<file path="config.mk">
export PLATFORM = sky130hd
export DESIGN_NAME = sgdf_smooth
export DESIGN_NICKNAME = d
export VERILOG_FILES = /design/src/sgdf_pkg.sv /design/src/sgdf_smooth.sv
export SDC_FILE = /design/constraint.sdc
export NUM_CORES = 2
export LEC_CHECK = 0
export ABC_AREA = 1
export ABC_CLOCK_PERIOD_IN_PS = 11900
export BUFFER_PORTS_ARGS = -buffer_cell sky130_fd_sc_hd__buf_2
export CORE_MARGIN = 3
export CORE_UTILIZATION = 45
export CTS_BUF_LIST = sky130_fd_sc_hd__clkbuf_8
export DETAILED_ROUTE_END_ITERATION = 8
export PLACE_DENSITY = 0.61
export SYNTH_ARGS = -nofsm -noshare
export SYNTH_HDL_FRONTEND = slang
export SYNTH_SLANG_ARGS = --single-unit
</file>
<file path="constraint.sdc">
create_clock -name i_clk -period 11.9 [get_ports i_clk]
set_clock_uncertainty 0.2 [all_clocks]
set_input_delay 3.57 -clock i_clk [delete_from_list [all_inputs] [get_ports i_clk]]
set_output_delay 3.57 -clock i_clk [all_outputs]
set_load 0.01 [all_outputs]
</file>
<file path="src/sgdf_pkg.sv">
// shared types and codes of the grid damping filter
package sgdf_pkg;

    localparam logic [1:0] FUNC_WR_CELL = 2'd0;
    localparam logic [1:0] FUNC_WR_SURF = 2'd1;
    localparam logic [1:0] FUNC_RUN     = 2'd2;
    localparam logic [1:0] FUNC_RD_CELL = 2'd3;

    localparam logic [2:0] CFG_AXIS     = 3'd0;
    localparam logic [2:0] CFG_STRENGTH = 3'd1;
    localparam logic [2:0] CFG_PASSES   = 3'd2;
    localparam logic [2:0] CFG_MASK     = 3'd3;
    localparam logic [2:0] CFG_LAYERS   = 3'd4;
    localparam logic [2:0] CFG_ROWS     = 3'd5;
    localparam logic [2:0] CFG_COLS     = 3'd6;

    localparam int VALUE_W = 32;
    localparam int SURF_W  = 4;

    typedef struct packed {
        logic mul_en;
        logic use_a;
        logic use_b;
    } t_smooth_ctl;

endpackage

</file>
<file path="src/sgdf_smooth.sv">
// shared 1-2-1 smoothing unit: laplacian, scaled product, rounding, saturation
module sgdf_smooth (
    input  logic                          i_clk,
    input  sgdf_pkg::t_smooth_ctl         i_ctl,
    input  logic [15:0]                   i_strength,
    input  logic signed [31:0]            i_v,
    input  logic signed [31:0]            i_a,
    input  logic signed [31:0]            i_b,
    output logic signed [31:0]            o_s
);
    import sgdf_pkg::*;

    logic signed [31:0] w_a;
    logic signed [31:0] w_b;
    logic signed [33:0] w_lap;
    logic signed [50:0] w_prod;
    logic signed [50:0] r_p;
    logic signed [31:0] r_v;
    logic signed [51:0] w_q;
    logic signed [33:0] w_d;
    logic signed [34:0] w_s;

    assign w_a    = i_ctl.use_a ? i_a : i_v;
    assign w_b    = i_ctl.use_b ? i_b : i_v;
    assign w_lap  = 34'(w_a) + 34'(w_b) - (34'(i_v) <<< 1);
    assign w_prod = w_lap * $signed({1'b0, i_strength});

    always_ff @(posedge i_clk) begin
        if (i_ctl.mul_en) begin
            r_p <= w_prod;
            r_v <= i_v;
        end
    end

    assign w_q = 52'(r_p) + 52'sd131072;
    assign w_d = w_q[51:18];
    assign w_s = 35'(r_v) + 35'(w_d);

    always_comb begin
        if (w_s > 35'sd2147483647) begin
            o_s = 32'sh7fffffff;
        end else if (w_s < -35'sd2147483648) begin
            o_s = 32'sh80000000;
        end else begin
            o_s = w_s[31:0];
        end
    end
endmodule

</file>
==> results by group <==
Status
  • Status: finished clean

Floorplan
  • I/O pins: ~150
  • Die X: 258.1 um
  • Die area: roughly 0.067 sq mm
  • Core ar.: slightly above 0.06 sq mm
  • FP Rows: between 90 and 100
  • Initial Util: 0.4593
  • Die Y: roughly 260 um

Drt
  • Post-route ant nets: 0
  • DRC violations left: 0
  • DRT iter0 DRCs: 1773
  • DR WL met3: 8272 um
  • Vias after detailed routing: 26269
  • TritonRoute pass-1 iters: 7
  • Post-route met1 wirelength: 40510 um
  • Post-Route WL: 98370 um
  • Vias per cell: just over 5
  • Metal2 WL: 45890 um
  • Top layer in use: met4
  • Routed length per instance: 19.26 um

Hold path
  • Worst min path class: in2reg
  • Hold_sp: i_v[0]
  • Worst hold endpoint: r_v[0]
  • Worst hold path depth: 1

Finish
  • # diodes: 0
  • Fin area: 0.03416 sq mm
  • Share of layout cells above drive strength 1: 0.1826
  • Synth-to-layout area growth: 19.44%
  • Final net count: 5111

Clock network
  • Reg clk slew, reported paths: 0.09 ns
  • Clock Path Buffers: 2
  • Total CTS buffers: 9
  • Clock Sinks: 66
  • H-tree levels: 3
  • Clk root buf: clkbuf_8
  • CTS tree: yes

Timing
  • Final TNS setup: 0 ns
  • Fin. Hold Viols: 0
  • Rel. slew slack: 0.3117
  • Final critical-path share of the clock period: 0.9753
  • Fin crit period: 11.61 ns
  • Finish-stage setup viols: 0
  • FMAX: 0.08616 GHz
  • Unrepaired setup endpoints after global routing: true
  • Max-slew violation count: 0
  • Least-Margin Pin Slew: 1.032 ns

Global route
  • Grt ovf: 0
  • All-Layer GR Usage: 0.2966
  • Largest net degree at the start of global routing: 67
  • First-pass GRT wire length: 151100 um
  • Initial antenna violation count: 0
  • Vias in the first global route: 27347

Worst setup path
  • Critical path required time: about 12 ns
  • Worst setup SP type: input pin
  • Arr. time, crit path: 11.54 ns
  • WS Path Type: in2reg
  • Element type at the critical path end: flop
  • Slowest Stage Delay on Critical Path: 0.64 ns
  • Slowest CP cell: fa_1
  • Crit Path Max Fanout: 21
  • Critical path's most frequent cell: fa_1

Yosys
  • Yosys warning count: 0
  • Yosys cell types: 46
  • Post-Syn Area: roughly 0.029 sq mm
  • FFs w/ async S/R, synth: 0
  • Synth area leader: fa_1
  • Largest cells by area after synthesis: fa_1 38%, inv_1 12%, nand2_1 9.3%
  • Synth Area per Inst: about 7.6 sq um
  • Post-synthesis register bit count: 66
  • Commonest cells post-synth: 931 x inv_1, 710 x nand2_1, 542 x fa_1, 374 x nor2_1, 234 x nand3_1
  • Post-synthesis sequential area ratio: 0.06929
  • Synth Instances: roughly 3800
  • Most frequent cell after synthesis: inv_1
  • Syn Nets: 4608
  • Top cell type's share of synthesized area: 0.3793
  • Primary FF master, synth: edfxtp_1
  • Post-synth EDFFs: 66

Placement
  • Post-DP Area: 0.03350 sq mm
  • Detailed Place HPWL: 84990 um
  • Routability cong.: 0.9711
  • Port bufs: about 150

Job
  • Max-Cap Viols: 0
[critical path, delay by kind of cell]
family	cells	cell delay (ns)
muxes	1	0.21
xor gates and xnor gates	1	0.16
adders and majority gates	9	4.21
buffers and inverters	10	1.00
and+or+nand+nor	13	1.84
AOI/OAI and AO/OA	3	0.49
[through the flow]
stage	hold slack, ns	util	setup WS (ns)	instances
2_1_floorplan	3.469	-	0.02650	3763
3_3_place_gp	3.619	0.5379	-0.3243	5086
3_5_place_dp	3.617	0.5379	-0.3325	5086
4_1_cts	3.201	0.5414	0.04213	5102
5_1_grt	3.209	0.5485	-0.06021	5108
6_report	3.217	0.5485	0.2937	5108
[layout by cell type (no fill, tap or decap), types with 33 or more instances in the layout]
master and instances:
a21oi_1 105, buf_2 146, buf_4 432, edfxtp_1 66
fa_1 542, ha_1 184, inv_1 927, mux2i_1 50
nand2_1 694, nand2_2 33, nand3_1 229, nor2_1 360
o21ai_0 55, xnor2_1 34, xor2_1 70
[sequential cells by signal, indices dropped and copies added, names as in the netlist]
signal,flops
r_p,34
r_v,32
[routing by layer]
| layer | GRT usage | vias up |
|---|---|---|
| li1 | - | 12278 |
| met5 | 0 | - |
| met1 | 0.3898 | 12784 |
| met3 | 0.05335 | 173 |
| met2 | 0.4988 | 1034 |
| met4 | 0.09333 | 0 |
[cells by family after synthesis]
kind of cell / Yosys count / share of synthesized area
AO/OA/AOI/OAI: 283 / 0.05778
XOR/XNOR: 110 / 0.03368
adder cells (fa/ha/maj): 729 / 0.4611
buffers and inverters: 1053 / 0.1414
flip-flops: 66 / 0.06929
multiplexers: 60 / 0.02100
AND/OR/NAND/NOR: 1462 / 0.2157
[repair_timing]
item	in CTS	in global routing
setup endpoints to repair	0	30
hold buffers	0	0
gates resized for setup	0	106
buffers inserted	0	3
[layout make-up]
class	count	area (sq um)
Clock buffer	9	123.9
Multi-Input combinational cell	2644	22930
Clock inverter	7	93.84
Tap cell	837	1047
Sequential cell	66	1982
Fill cell	6221	28120
Timing Repair Buffer	601	4436
Inverter	944	3553
[worst max-delay path by stage]
stage / start / to / cells after the start
4_1_cts: i_ctl[1] / r_p[47] / 36
2_1_floorplan: i_ctl[1] / r_p[49] / 36
3_5_place_dp: i_ctl[1] / r_p[39] / 36
3_3_place_gp: i_ctl[1] / r_p[47] / 37
5_1_grt: i_ctl[0] / r_p[48] / 36
6_report: i_ctl[1] / r_p[37] / 37
Power is left out: the tool's default activity adds up to more than one toggle a clock period on the data nets, which glitch-free logic cannot reach.
